File: src/design/rgbenc_pkg.sv
// ----------------------------------------------------------------------------
// rgbenc_pkg
// Shared types and constants for the RGB LED bit-slot encoder.
// ----------------------------------------------------------------------------
package rgbenc_pkg;

  localparam int unsigned ColourW    = 8;
  localparam int unsigned BitsPerLed = 24;
  localparam int unsigned IdxW       = 5;   // counts bit slots 0..24
  localparam int unsigned HoldW      = 8;
  localparam int unsigned CfgIdxW    = 2;

  // configuration register indexes
  localparam logic [CfgIdxW-1:0] REG_ONE_DUTY    = 2'd0;
  localparam logic [CfgIdxW-1:0] REG_ZERO_DUTY   = 2'd1;
  localparam logic [CfgIdxW-1:0] REG_RESET_SLOTS = 2'd2;

  localparam logic [HoldW-1:0] ResetSlotsDefault = 8'd48;
  localparam logic [HoldW-1:0] BitHold           = 8'd1;

  localparam logic [IdxW-1:0] LastBitIdx = 5'd23;
  localparam logic [IdxW-1:0] LatchIdx   = 5'd24;

  // one queued LED: packed G,R,B word plus the frame marker
  typedef struct packed {
    logic [BitsPerLed-1:0] bits;
    logic                  last_led;
  } led_word_t;

endpackage

File: src/design/rgbenc_if.sv
// ----------------------------------------------------------------------------
// rgbenc interfaces
// Valid/ready channels for LED colour words and bit-slot result words.
// ----------------------------------------------------------------------------
interface rgbenc_led_if;
  logic                            valid;
  logic                            ready;
  logic [rgbenc_pkg::ColourW-1:0]  green;
  logic [rgbenc_pkg::ColourW-1:0]  red;
  logic [rgbenc_pkg::ColourW-1:0]  blue;
  logic                            last_led;

  modport source (output valid, green, red, blue, last_led, input ready);
  modport sink   (input valid, green, red, blue, last_led, output ready);
endinterface

interface rgbenc_slot_if #(
  parameter int unsigned DUTY_WIDTH = 16
);
  logic                          valid;
  logic                          ready;
  logic [DUTY_WIDTH-1:0]         duty;
  logic [rgbenc_pkg::HoldW-1:0]  hold_slots;
  logic                          frame_end;
  logic                          last;

  modport source (output valid, duty, hold_slots, frame_end, last, input ready);
  modport sink   (input valid, duty, hold_slots, frame_end, last, output ready);
endinterface

File: src/design/rgbenc_front.sv
// ----------------------------------------------------------------------------
// rgbenc_front
// Input stage: takes one colour word, packs it green-red-blue MSB first.
// ----------------------------------------------------------------------------
module rgbenc_front (
  input  logic                   clk_i,
  input  logic                   rst_ni,
  rgbenc_led_if.sink             led_i,
  output logic                   push_o,
  output rgbenc_pkg::led_word_t  push_word_o,
  input  logic                   push_ready_i
);

  logic                  v_q, v_d;
  rgbenc_pkg::led_word_t word_q;
  logic                  take;

  assign led_i.ready = !v_q || push_ready_i;
  assign take        = led_i.valid && led_i.ready;

  always_comb begin
    v_d = v_q;
    if (take) begin
      v_d = 1'b1;
    end else if (push_ready_i) begin
      v_d = 1'b0;
    end
  end

  always_ff @(posedge clk_i or negedge rst_ni) begin
    if (!rst_ni) begin
      v_q <= 1'b0;
    end else begin
      v_q <= v_d;
    end
  end

  always_ff @(posedge clk_i) begin
    if (take) begin
      word_q.bits     <= {led_i.green, led_i.red, led_i.blue};
      word_q.last_led <= led_i.last_led;
    end
  end

  assign push_o      = v_q;
  assign push_word_o = word_q;

endmodule

File: src/design/rgbenc_queue.sv
// ----------------------------------------------------------------------------
// rgbenc_queue
// Two-entry queue decoupling the input stage from the bit serialiser.
// ----------------------------------------------------------------------------
module rgbenc_queue (
  input  logic                   clk_i,
  input  logic                   rst_ni,
  input  logic                   push_i,
  input  rgbenc_pkg::led_word_t  push_word_i,
  output logic                   push_ready_o,
  output logic                   pop_valid_o,
  output rgbenc_pkg::led_word_t  pop_word_o,
  input  logic                   pop_i
);

  rgbenc_pkg::led_word_t ent_q [2];
  logic       wr_ptr_q, wr_ptr_d;
  logic       rd_ptr_q, rd_ptr_d;
  logic [1:0] cnt_q, cnt_d;
  logic       do_push, do_pop;

  assign push_ready_o = (cnt_q != 2'd2);
  assign pop_valid_o  = (cnt_q != 2'd0);
  assign pop_word_o   = ent_q[rd_ptr_q];

  assign do_push = push_i && push_ready_o;
  assign do_pop  = pop_i && pop_valid_o;

  always_comb begin
    wr_ptr_d = do_push ? !wr_ptr_q : wr_ptr_q;
    rd_ptr_d = do_pop  ? !rd_ptr_q : rd_ptr_q;
    cnt_d    = cnt_q;
    if (do_push && !do_pop) begin
      cnt_d = cnt_q + 2'd1;
    end else if (do_pop && !do_push) begin
      cnt_d = cnt_q - 2'd1;
    end
  end

  always_ff @(posedge clk_i or negedge rst_ni) begin
    if (!rst_ni) begin
      wr_ptr_q <= 1'b0;
      rd_ptr_q <= 1'b0;
      cnt_q    <= 2'd0;
    end else begin
      wr_ptr_q <= wr_ptr_d;
      rd_ptr_q <= rd_ptr_d;
      cnt_q    <= cnt_d;
    end
  end

  always_ff @(posedge clk_i) begin
    if (do_push) begin
      ent_q[wr_ptr_q] <= push_word_i;
    end
  end

endmodule

File: src/design/rgbenc_back.sv
// ----------------------------------------------------------------------------
// rgbenc_back
// Bit serialiser: a slot word per cycle unless stalled, plus latch reset slot.
// ----------------------------------------------------------------------------
module rgbenc_back #(
  parameter int unsigned DUTY_WIDTH = 16
) (
  input  logic                               clk_i,
  input  logic                               rst_ni,
  input  logic                               cfg_we_i,
  input  logic [rgbenc_pkg::CfgIdxW-1:0]     cfg_idx_i,
  input  logic [DUTY_WIDTH-1:0]              cfg_wdata_i,
  input  logic                               pop_valid_i,
  input  rgbenc_pkg::led_word_t              pop_word_i,
  output logic                               pop_o,
  rgbenc_slot_if.source                      slot_o
);

  logic [DUTY_WIDTH-1:0]                one_duty_q, zero_duty_q;
  logic [rgbenc_pkg::HoldW-1:0]         rst_slots_q;
  logic [rgbenc_pkg::HoldW-1:0]         latch_hold;

  logic                                 act_q, act_d;
  logic [rgbenc_pkg::BitsPerLed-1:0]    word_q;
  logic                                 fin_led_q;
  logic [rgbenc_pkg::IdxW-1:0]          idx_q;

  logic                                 ov_q;
  logic [DUTY_WIDTH-1:0]                duty_q;
  logic [rgbenc_pkg::HoldW-1:0]         hold_q;
  logic                                 fend_q, last_q;

  logic adv, emit, fin, pop;

  // a zero reset length still holds for one slot
  assign latch_hold = (rst_slots_q == '0) ? rgbenc_pkg::BitHold : rst_slots_q;

  assign adv  = !ov_q || slot_o.ready;
  assign emit = adv && act_q;
  assign fin  = ((idx_q == rgbenc_pkg::LastBitIdx) && !fin_led_q)
             || (idx_q == rgbenc_pkg::LatchIdx);
  // reload straight after the final slot so words run back to back
  assign pop  = pop_valid_i && (!act_q || (emit && fin));
  assign pop_o = pop;

  always_comb begin
    act_d = act_q;
    if (pop) begin
      act_d = 1'b1;
    end else if (emit && fin) begin
      act_d = 1'b0;
    end
  end

  always_ff @(posedge clk_i or negedge rst_ni) begin
    if (!rst_ni) begin
      one_duty_q  <= '0;
      zero_duty_q <= '0;
      rst_slots_q <= rgbenc_pkg::ResetSlotsDefault;
    end else if (cfg_we_i) begin
      case (cfg_idx_i)
        rgbenc_pkg::REG_ONE_DUTY:    one_duty_q  <= cfg_wdata_i;
        rgbenc_pkg::REG_ZERO_DUTY:   zero_duty_q <= cfg_wdata_i;
        rgbenc_pkg::REG_RESET_SLOTS: rst_slots_q <= cfg_wdata_i[rgbenc_pkg::HoldW-1:0];
        default: ;
      endcase
    end
  end

  always_ff @(posedge clk_i or negedge rst_ni) begin
    if (!rst_ni) begin
      act_q <= 1'b0;
      idx_q <= '0;
      ov_q  <= 1'b0;
    end else begin
      act_q <= act_d;
      if (pop) begin
        idx_q <= '0;
      end else if (emit) begin
        idx_q <= idx_q + rgbenc_pkg::IdxW'(1);
      end
      if (adv) begin
        ov_q <= act_q;
      end
    end
  end

  always_ff @(posedge clk_i) begin
    if (pop) begin
      word_q    <= pop_word_i.bits;
      fin_led_q <= pop_word_i.last_led;
    end else if (emit) begin
      word_q <= {word_q[rgbenc_pkg::BitsPerLed-2:0], 1'b0};
    end
    if (emit) begin
      if (idx_q == rgbenc_pkg::LatchIdx) begin
        duty_q <= '0;
        hold_q <= latch_hold;
        fend_q <= 1'b1;
        last_q <= 1'b1;
      end else begin
        duty_q <= word_q[rgbenc_pkg::BitsPerLed-1] ? one_duty_q : zero_duty_q;
        hold_q <= rgbenc_pkg::BitHold;
        fend_q <= 1'b0;
        last_q <= fin;
      end
    end
  end

  assign slot_o.valid      = ov_q;
  assign slot_o.duty       = duty_q;
  assign slot_o.hold_slots = hold_q;
  assign slot_o.frame_end  = fend_q;
  assign slot_o.last       = last_q;

endmodule

File: src/design/rgb_led_bit_slot_encoder_top.sv
// ----------------------------------------------------------------------------
// rgb_led_bit_slot_encoder_top
// Turns LED colours into timer compare slots, one per bit, plus latch reset.
// ----------------------------------------------------------------------------
//  channel   dir  handshake            payload
//  led_i     in   valid/ready          green, red, blue, last_led
//  slot_o    out  valid/ready          duty, hold_slots, frame_end, last
//  cfg       in   cfg_we_i (no wait)   cfg_idx_i, cfg_wdata_i
//
//  One slot word leaves per cycle unless the output stalls: 24 per LED, 25
//  for the last LED of a frame, set by the serialiser's bit counter. A
//  two-word queue sits between input stage and serialiser, so the input keeps
//  taking words while the output stalls, until queue and input stage are full.
//  Reset clears control state; duty registers reset to 0, reset_slots to 48.
// ----------------------------------------------------------------------------
module rgb_led_bit_slot_encoder_top #(
  parameter int unsigned DUTY_WIDTH = 16
) (
  input  logic                            clk_i,
  input  logic                            rst_ni,
  input  logic                            cfg_we_i,
  input  logic [rgbenc_pkg::CfgIdxW-1:0]  cfg_idx_i,
  input  logic [DUTY_WIDTH-1:0]           cfg_wdata_i,
  rgbenc_led_if.sink                      led_i,
  rgbenc_slot_if.source                   slot_o
);

  logic                  push, push_ready, pop_valid, pop;
  rgbenc_pkg::led_word_t push_word, pop_word;

  rgbenc_front u_front (
    .clk_i        (clk_i),
    .rst_ni       (rst_ni),
    .led_i        (led_i),
    .push_o       (push),
    .push_word_o  (push_word),
    .push_ready_i (push_ready)
  );

  rgbenc_queue u_queue (
    .clk_i        (clk_i),
    .rst_ni       (rst_ni),
    .push_i       (push),
    .push_word_i  (push_word),
    .push_ready_o (push_ready),
    .pop_valid_o  (pop_valid),
    .pop_word_o   (pop_word),
    .pop_i        (pop)
  );

  rgbenc_back #(
    .DUTY_WIDTH (DUTY_WIDTH)
  ) u_back (
    .clk_i       (clk_i),
    .rst_ni      (rst_ni),
    .cfg_we_i    (cfg_we_i),
    .cfg_idx_i   (cfg_idx_i),
    .cfg_wdata_i (cfg_wdata_i),
    .pop_valid_i (pop_valid),
    .pop_word_i  (pop_word),
    .pop_o       (pop),
    .slot_o      (slot_o)
  );

endmodule

File: src/flat_wrapper.sv
// flat-port wrapper written by rule: the top's interface ports become plain ports
module rgb_led_bit_slot_encoder_top_flat 
#(
  parameter int unsigned DUTY_WIDTH = 16
)
  (clk_i, rst_ni, cfg_we_i, cfg_idx_i, cfg_wdata_i, led_i_valid, led_i_green, led_i_red, led_i_blue, led_i_last_led, led_i_ready, slot_o_valid, slot_o_duty, slot_o_hold_slots, slot_o_frame_end, slot_o_last, slot_o_ready);
  rgbenc_led_if led_i_i ();
  rgbenc_slot_if #(.DUTY_WIDTH(DUTY_WIDTH)) slot_o_i ();
  input  logic clk_i;
  input  logic rst_ni;
  input  logic cfg_we_i;
  input  logic [rgbenc_pkg::CfgIdxW-1:0] cfg_idx_i;
  input  logic [DUTY_WIDTH-1:0] cfg_wdata_i;
  input wire logic [$bits(led_i_i.valid)-1:0] led_i_valid;
  input wire logic [$bits(led_i_i.green)-1:0] led_i_green;
  input wire logic [$bits(led_i_i.red)-1:0] led_i_red;
  input wire logic [$bits(led_i_i.blue)-1:0] led_i_blue;
  input wire logic [$bits(led_i_i.last_led)-1:0] led_i_last_led;
  output wire logic [$bits(led_i_i.ready)-1:0] led_i_ready;
  output wire logic [$bits(slot_o_i.valid)-1:0] slot_o_valid;
  output wire logic [$bits(slot_o_i.duty)-1:0] slot_o_duty;
  output wire logic [$bits(slot_o_i.hold_slots)-1:0] slot_o_hold_slots;
  output wire logic [$bits(slot_o_i.frame_end)-1:0] slot_o_frame_end;
  output wire logic [$bits(slot_o_i.last)-1:0] slot_o_last;
  input wire logic [$bits(slot_o_i.ready)-1:0] slot_o_ready;
  assign led_i_i.valid = led_i_valid;
  assign led_i_i.green = led_i_green;
  assign led_i_i.red = led_i_red;
  assign led_i_i.blue = led_i_blue;
  assign led_i_i.last_led = led_i_last_led;
  assign led_i_ready = led_i_i.ready;
  assign slot_o_valid = slot_o_i.valid;
  assign slot_o_duty = slot_o_i.duty;
  assign slot_o_hold_slots = slot_o_i.hold_slots;
  assign slot_o_frame_end = slot_o_i.frame_end;
  assign slot_o_last = slot_o_i.last;
  assign slot_o_i.ready = slot_o_ready;
  rgb_led_bit_slot_encoder_top #(.DUTY_WIDTH(DUTY_WIDTH)) u_core (.clk_i(clk_i), .rst_ni(rst_ni), .cfg_we_i(cfg_we_i), .cfg_idx_i(cfg_idx_i), .cfg_wdata_i(cfg_wdata_i), .led_i(led_i_i), .slot_o(slot_o_i));
endmodule
File: config.mk
export PLATFORM = sky130hd
export DESIGN_NAME = rgb_led_bit_slot_encoder_top_flat
export DESIGN_NICKNAME = d
export VERILOG_FILES = /design/src/design/rgbenc_pkg.sv /design/src/design/rgbenc_if.sv /design/src/design/rgbenc_front.sv /design/src/design/rgbenc_queue.sv /design/src/design/rgbenc_back.sv /design/src/design/rgb_led_bit_slot_encoder_top.sv /design/src/flat_wrapper.sv
export SDC_FILE = /design/constraint.sdc
export NUM_CORES = 1
export LEC_CHECK = 0
export ABC_AREA = 0
export BUFFER_PORTS_ARGS = -buffer_cell sky130_fd_sc_hd__buf_2
export CAP_MARGIN = 0
export CORE_MARGIN = 2
export CORE_UTILIZATION = 46
export CTS_CLUSTER_DIAMETER = 120
export DETAILED_ROUTE_END_ITERATION = 10
export MAX_ROUTING_LAYER = met4
export PLACE_DENSITY = 0.65
export RECOVER_POWER = 100
export SYNTH_ARGS = -nofsm -noshare
export SYNTH_HDL_FRONTEND = slang
export SYNTH_SLANG_ARGS = --single-unit
File: constraint.sdc
create_clock -name clk_i -period 3.04 [get_ports clk_i]
set_input_delay 0.304 -clock clk_i [delete_from_list [all_inputs] [get_ports clk_i]]
set_output_delay 0.304 -clock clk_i [all_outputs]
set_load 0.01 [all_outputs]
# Word level (Yosys, flattened, before mapping)
# Memories as Yosys holds them, arrays and structs flattened.
# Cells that the tools add are included.
dict set report word_totals {
  romBits 0
  reg_bits 128
  n_memories 1
  input_bits 48
  latchBits 0
  mem_bits_rw 50
  out_inout_bits 28
}
dict set report classes {
  n_bitwise 1
  n_shift 0
  div_mod_pow 0
  reduce_logical 32
  n_eq_ne 5
  mux 14
  multipliers 0
  n_lt_le_gt_ge 0
  add_sub_neg 3
}
# name words word_bits read_ports rd_clocked_by_memory_dff wr line
set memory_table {}
lappend memory_table {u_core.u_queue.ent_q 2 25 1 0 1 rgbenc_queue.sv:16} ;# rgbenc_pkg::led_word_t ent_q [2];
# operator n
set ops {}
lappend ops {{$mux 24} 2}
lappend ops {{$mux 16} 1}
lappend ops {{$eq 5x5->1 const B} 2}
lappend ops {{$mux 5} 2}
lappend ops {{$reduce_bool 2->1} 5}
lappend ops {{$logic_and 1x1->1} 9}
lappend ops {{$logic_not 1->1} 8}
lappend ops {{$logic_not 8->1} 1}
lappend ops {{$mux 1} 7}
lappend ops {{$reduce_and 2->1} 3}
lappend ops {{$add 5x1->5 const B} 1}
lappend ops {{$logic_or 1x1->1} 4}
lappend ops {{$mux 2} 2}
lappend ops {{$add 2x1->2 const B} 1}
lappend ops {{$eq 2x1->1 const B} 1}
lappend ops {{$eq 2x2->1 const B} 1}
lappend ops {{$logic_not 2->1} 1}
lappend ops {{$ne 2x2->1 const B} 1}
lappend ops {{$reduce_or 2->1} 1}
lappend ops {{$sub 2x1->2 const B} 1}
lappend ops {{$not 1->1} 1}

# Logic depth before layout (Yosys ltp)
dict set report logic_depth {
  depth_word 10
  depth_mapped 12
}

# Cells and area by module
# A second synthesis with hierarchy kept.
dict set report unflattened {
  hier_cells 384
  hier_area_um2 7035.5
}
# module cells_each n_inst seq_area_each_um2 area_each_um2
set by_module_without_submodules {}
lappend by_module_without_submodules {rgbenc_back 259 1 2710.1 4131.5}
lappend by_module_without_submodules {rgbenc_queue 96 1 1601.5 2099.5}
lappend by_module_without_submodules {rgbenc_front 29 1 775.7 804.5}

# Worst setup path after synthesis
# No wires, ideal clock.
dict set report synth_timing {
  kind {register to register}
  from {register u_core.u_queue.cnt_q[0]}
  to {register u_core.u_back.idx_q[0] (netlist bit)}
  t_arrival_ns 2.255
  period_less_slack_ns 2.375
  stages_incl_launch_ff 6
  slack_ns 0.665
  cell_sequence {dfrtp_1 -> clkbuf_1 -> nor3_1 -> a21oi_1 -> nor2_1 -> a31o_2}
}
dict set report synth_between {
  elab_chain_cells 3
  word_cells_on_any_way 4
  cone_classes {mux: 1; reduce/logical: 3}
}
# element line
set synth_rtl {}
lappend synth_rtl {{start, declared} rgbenc_queue.sv:19} ;# logic [1:0] cnt_q, cnt_d;
lappend synth_rtl {{start signal, assigned} rgbenc_queue.sv:48} ;# cnt_q <= cnt_d;
lappend synth_rtl {{$reduce_bool 2->1 (*)} rgbenc_queue.sv:23} ;# assign pop_valid_o = (cnt_q != 2'd0);
lappend synth_rtl {{$logic_and 1x1->1 (*)} rgbenc_back.sv:43} ;# assign pop = pop_valid_i && (!act_q || (emit && fin));
lappend synth_rtl {{$mux 5 / $reduce_bool 2->1 (equally long branches)} --}
lappend synth_rtl {{end signal, assigned} rgbenc_back.sv:80} ;# idx_q <= idx_q + rgbenc_pkg::IdxW'(1);
lappend synth_rtl {{end, declared} rgbenc_back.sv:26} ;# logic [rgbenc_pkg::IdxW-1:0] idx_q;
# Every way passes the cells marked *; elsewhere a longest branch is shown, timed or not.
# A chain may end at the register's enable or synchronous reset.

# Worst setup path after layout
dict set report layout_timing {
  from {register u_core.u_back.idx_q[0] (netlist bit)}
  to {register u_core.u_queue.cnt_q[1]}
}
dict set report layout_between {
  elab_chain_cells 10
  word_cells_on_any_way 13
  cone_classes {eq/ne: 2; mux: 1; reduce/logical: 10}
}
# element line
set layout_rtl {}
lappend layout_rtl {{$eq 5x5->1} rgbenc_back.sv:40} ;# assign fin = ((idx_q == rgbenc_pkg::LastBitIdx) && !fin_led_q)
lappend layout_rtl {{$logic_and 1x1->1} rgbenc_back.sv:40}
lappend layout_rtl {{$logic_or 1x1->1 (*)} rgbenc_back.sv:41} ;# || (idx_q == rgbenc_pkg::LatchIdx);
lappend layout_rtl {{$logic_and 1x1->1 (*)} rgbenc_back.sv:43}
lappend layout_rtl {{$logic_or 1x1->1 (*)} rgbenc_back.sv:43}
lappend layout_rtl {{$logic_and 1x1->1 (*)} rgbenc_back.sv:43}
lappend layout_rtl {{$logic_and 1x1->1 (*)} rgbenc_queue.sv:27} ;# assign do_pop = pop_i && pop_valid_o;
lappend layout_rtl {{$logic_not 1->1} rgbenc_queue.sv:33} ;# if (do_push && !do_pop) begin
lappend layout_rtl {{$logic_and 1x1->1} rgbenc_queue.sv:33}
lappend layout_rtl {{$mux 2 / $reduce_bool 2->1 (equally long branches)} --}
# Marked as above.

==> run_results.csv <==
group,metric,value,unit
status,outcome,"finished, violations left",
status,violations,"capacitance limit, slew limit",
yosys,syn_nets,436,
route,drc_errors,0,
setup_path,cp_top_family,"compound AO/OA/AOI/OAI gates",
global_route,grt_pass1_vias,3644,
floorplan,fp.dieW,126.6,um
placement,place.gp.congestion,0.7758,
setup_path,critical_path_required,3.35,ns
yosys,ys_ff_latch,178,
floorplan,num_rows,44,
floorplan,dieArea,16030,um^2
yosys,synth_cell_types,32,
timing,tightest_slew,1.867,ns
clocking,cts_buffer_depth,2,
clocking,cts_root_buf,"clkbuf_16",
timing,relSlewSlack,-24.48,%
clocking,htreeDepth,4,
timing,tns,0,ns
timing,drv_slew,90,
floorplan,core_area,14590,um^2
setup_path,path_max_fanout,10,
global_route,overflow,0,
global_route,antenna_found_initial,0,
power,leakage,3.045,nW
setup_path,critPathMaxStageDelay,0.63,ns
final_layout,insertedDiodeCount,0,
setup_path,worst_setup_path_start_kind,"flip-flop",
route,wl_per_cell,16.85,um
flow_run,maxCapViolations,3,
clocking,clk_pin_slew,0.07,ns
setup_path,crit_path_end_kind,"flip-flop",
setup_path,critical_path_class,"reg2reg",
timing,whs,0.05075,ns
power,peakVddDrop,0.4819,mV
setup_path,crit_buf_inv,3,
floorplan,start_util,47.41,%
final_layout,drive_gt1_share,31.97,%
final_layout,utilization,54.85,%
clocking,clkSinkCount,178,
yosys,netlist_area,6917,um^2
global_route,grt_max_degree,35,
clocking,cts_resized,0,
yosys,avgSynthCellArea,17.97,um^2
timing,finalSetupViolations,0,
setup_path,r2r_slack,0.44,ns
final_layout,mostFrequentLayoutCells,"edfxtp_1 (126), mux2_2 (72), dfrtp_1 (50)",
timing,final.setup_skew,0.007967,ns
timing,hold_viol,0,
placement,dp_hpwl,7252,um
timing,min_period_over_period,85.52,%
setup_path,crit_arrival,2.91,ns
final_layout,regArea,5087,um^2
timing,rsz0062_at_grt,"no",
route,vias_per_cell,5.107,
final_layout,final_common_cell,"edfxtp_1",
route,wl,11330,um
clocking,postCtsHoldBufs,1,
power,power_density,851.3,nW/um^2
final_layout,nets,526,
final_layout,nFillCells,1180,
route,antenna_left,0,
global_route,grt_pass1_wl,18740,um
clocking,cts_tree,"yes",
timing,finalCriticalPeriod,2.600,ns
final_layout,multi_input_area,1654,um^2
floorplan,die_h,126.6,um
final_layout,areaGrowthSynthToFinish,15.68,%
clocking,cts_buffers,17,
yosys,syn_inst,385,
route,drt_first_iter_violations,299,
placement,portBuffers,75,
clocking,clk_latency,0.42,ns
route,drtPass1Iterations,4,
timing,fmax,0.3847,GHz
floorplan,num_io_pins,76,
yosys,synth-seq-area-share,73.55,%
global_route,grt_usage,15.83,%
yosys,yosys_warnings,0,
setup_path,critical_path.cell_chain,"inv_1 -> ha_1 -> and3b_1 -> o221ai_1 -> o22ai_4 -> buf_4 -> inv_1 -> ha_1 -> xor2_1 -> nor2_1 -> xor2_1",
setup_path,cpMaxStageDelayCell,"o221ai_1",
route,vias,3432,
clocking,cts_setup_buffers,0,
worst_hold_path,hold_class,"in2reg",
## stage by stage
| stage | instance area [um^2] | power, mW | cells | worst slack, ns |
|---|---|---|---|---|
| 3_5_place_dp | 7523 | 4.726 | 639 | 0.6531 |
| 3_3_place_gp | 7523 | 4.667 | 639 | 0.7821 |
| 2_1_floorplan | 6917 | 4.341 | 385 | 0.6647 |
| 4_1_cts | 8150 | 6.972 | 672 | 0.6403 |
| 5_1_grt | 8001 | 7.152 | 672 | 0.2891 |
| 6_report | 8001 | 6.811 | 672 | 0.4403 |
## sequential cells by signal, indices dropped and copies added, names as in the netlist, 2 cells and up
name                             count
u_core.u_front.push_word_o          25
u_core.u_back.slot_o.duty           16
u_core.u_queue.ent_q                50
u_core.u_back.slot_o.hold_slots      8
u_core.u_back.one_duty_q            16
u_core.u_back.word_q                24
u_core.u_back.idx_q                  5
u_core.u_back.zero_duty_q           16
u_core.u_back.rst_slots_q            8
u_core.u_queue.cnt_q                 2
## power by group
part	internal (mW)	leakage [nW]	switching, mW
clock	1.34	0.287	0.900
combinational	0.490	0.942	0.566
sequential	3.26	1.82	0.262
## worst paths after layout
check	startpoint	end	cells after the start
max in group asynchronous	rst_ni	u_core.u_back.one_duty_q[14]	3
worst max register to register	u_core.u_back.idx_q[0]	u_core.u_queue.cnt_q[1]	11
worst min-delay path	led_i_blue[4]	u_core.u_front.push_word_o[5]	1
min in group asynchronous	rst_ni	u_core.u_back.zero_duty_q[9]	2
worst min register to register	u_core.u_front.push_word_o[3]	u_core.u_queue.ent_q[0][3]	0
worst max-delay path	u_core.u_back.idx_q[0]	u_core.u_queue.cnt_q[1]	11
## metal layers
| metal | up-vias | global-route usage [%] | part of all wire (%) |
|---|---|---|---|
| li1 | 1623 | - | - |
| met3 | 15 | 4.260 | 5.0 |
| met5 | - | - | 0 |
| met2 | 95 | 24.88 | 49 |
| met1 | 1699 | 19.76 | 45 |
| met4 | 0 | 6.141 | 1.3 |
## area by class of cell
type                    count  area share [%]
flip-flops and latches    178           63.58
multi-input cells         187           20.67
clock buffers              22           6.208
repair buffers             86           4.926
well taps                 184           2.877
clock inverters            10           1.501
inverters                   5          0.2346
## worst register-to-register path: cells and delay by family (launching register included)
kind	cells	cell delay (ns)
compound gates	2	0.78
flops	1	0.37
buf+inv	3	0.37
fa+ha+maj	2	0.34
simple gates	2	0.33
xor+xnor	2	0.29
## kinds of logic (layout without fill, tap and decap cells)
kind of cell    Yosys count  in the layout  synth area share, %
compound gates           17             17                1.809
xor+xnor                  5              5               0.6333
fa+ha+maj                 3              3               0.5427
buf+inv                  20            123                1.429
flops                   178            178                73.55
mux                     104            104                17.51
simple gates             58             58                4.522
## synthesized netlist by cell type
| cell | n | area share, % |
|---|---|---|
| dfstp_2 | 2 | 0.76 |
| a21oi_1 | 11 | 0.80 |
| mux2_4 | 16 | 3.5 |
| xor2_1 | 3 | 0.38 |
| o21ai_0 | 3 | 0.22 |
| nor3_1 | 5 | 0.36 |
| nor2_1 | 20 | 1.1 |
| o221ai_4 | 1 | 0.38 |
| buf_1 | 1 | 0.054 |
| a31o_2 | 1 | 0.13 |
| nor4_1 | 1 | 0.091 |
| nor2b_1 | 1 | 0.091 |
| and3b_1 | 1 | 0.13 |
| nand2_1 | 3 | 0.16 |
| buf_6 | 3 | 0.49 |
| nand3_1 | 4 | 0.29 |
| edfxtp_1 | 126 | 55 |
| ha_1 | 3 | 0.54 |
| buf_2 | 1 | 0.072 |
| o22ai_4 | 1 | 0.29 |
| nand2b_1 | 4 | 0.36 |
| nand3b_1 | 3 | 0.33 |
| xnor2_1 | 2 | 0.25 |
| nor3b_2 | 1 | 0.18 |
| and4bb_2 | 1 | 0.18 |
| dfrtp_1 | 50 | 18 |
| mux2i_1 | 16 | 2.3 |
| inv_1 | 5 | 0.27 |
| mux2_2 | 72 | 12 |
| and3_1 | 10 | 0.90 |
| clkbuf_1 | 10 | 0.54 |
| and2_1 | 4 | 0.36 |
(Power assumes the default switching activity.)
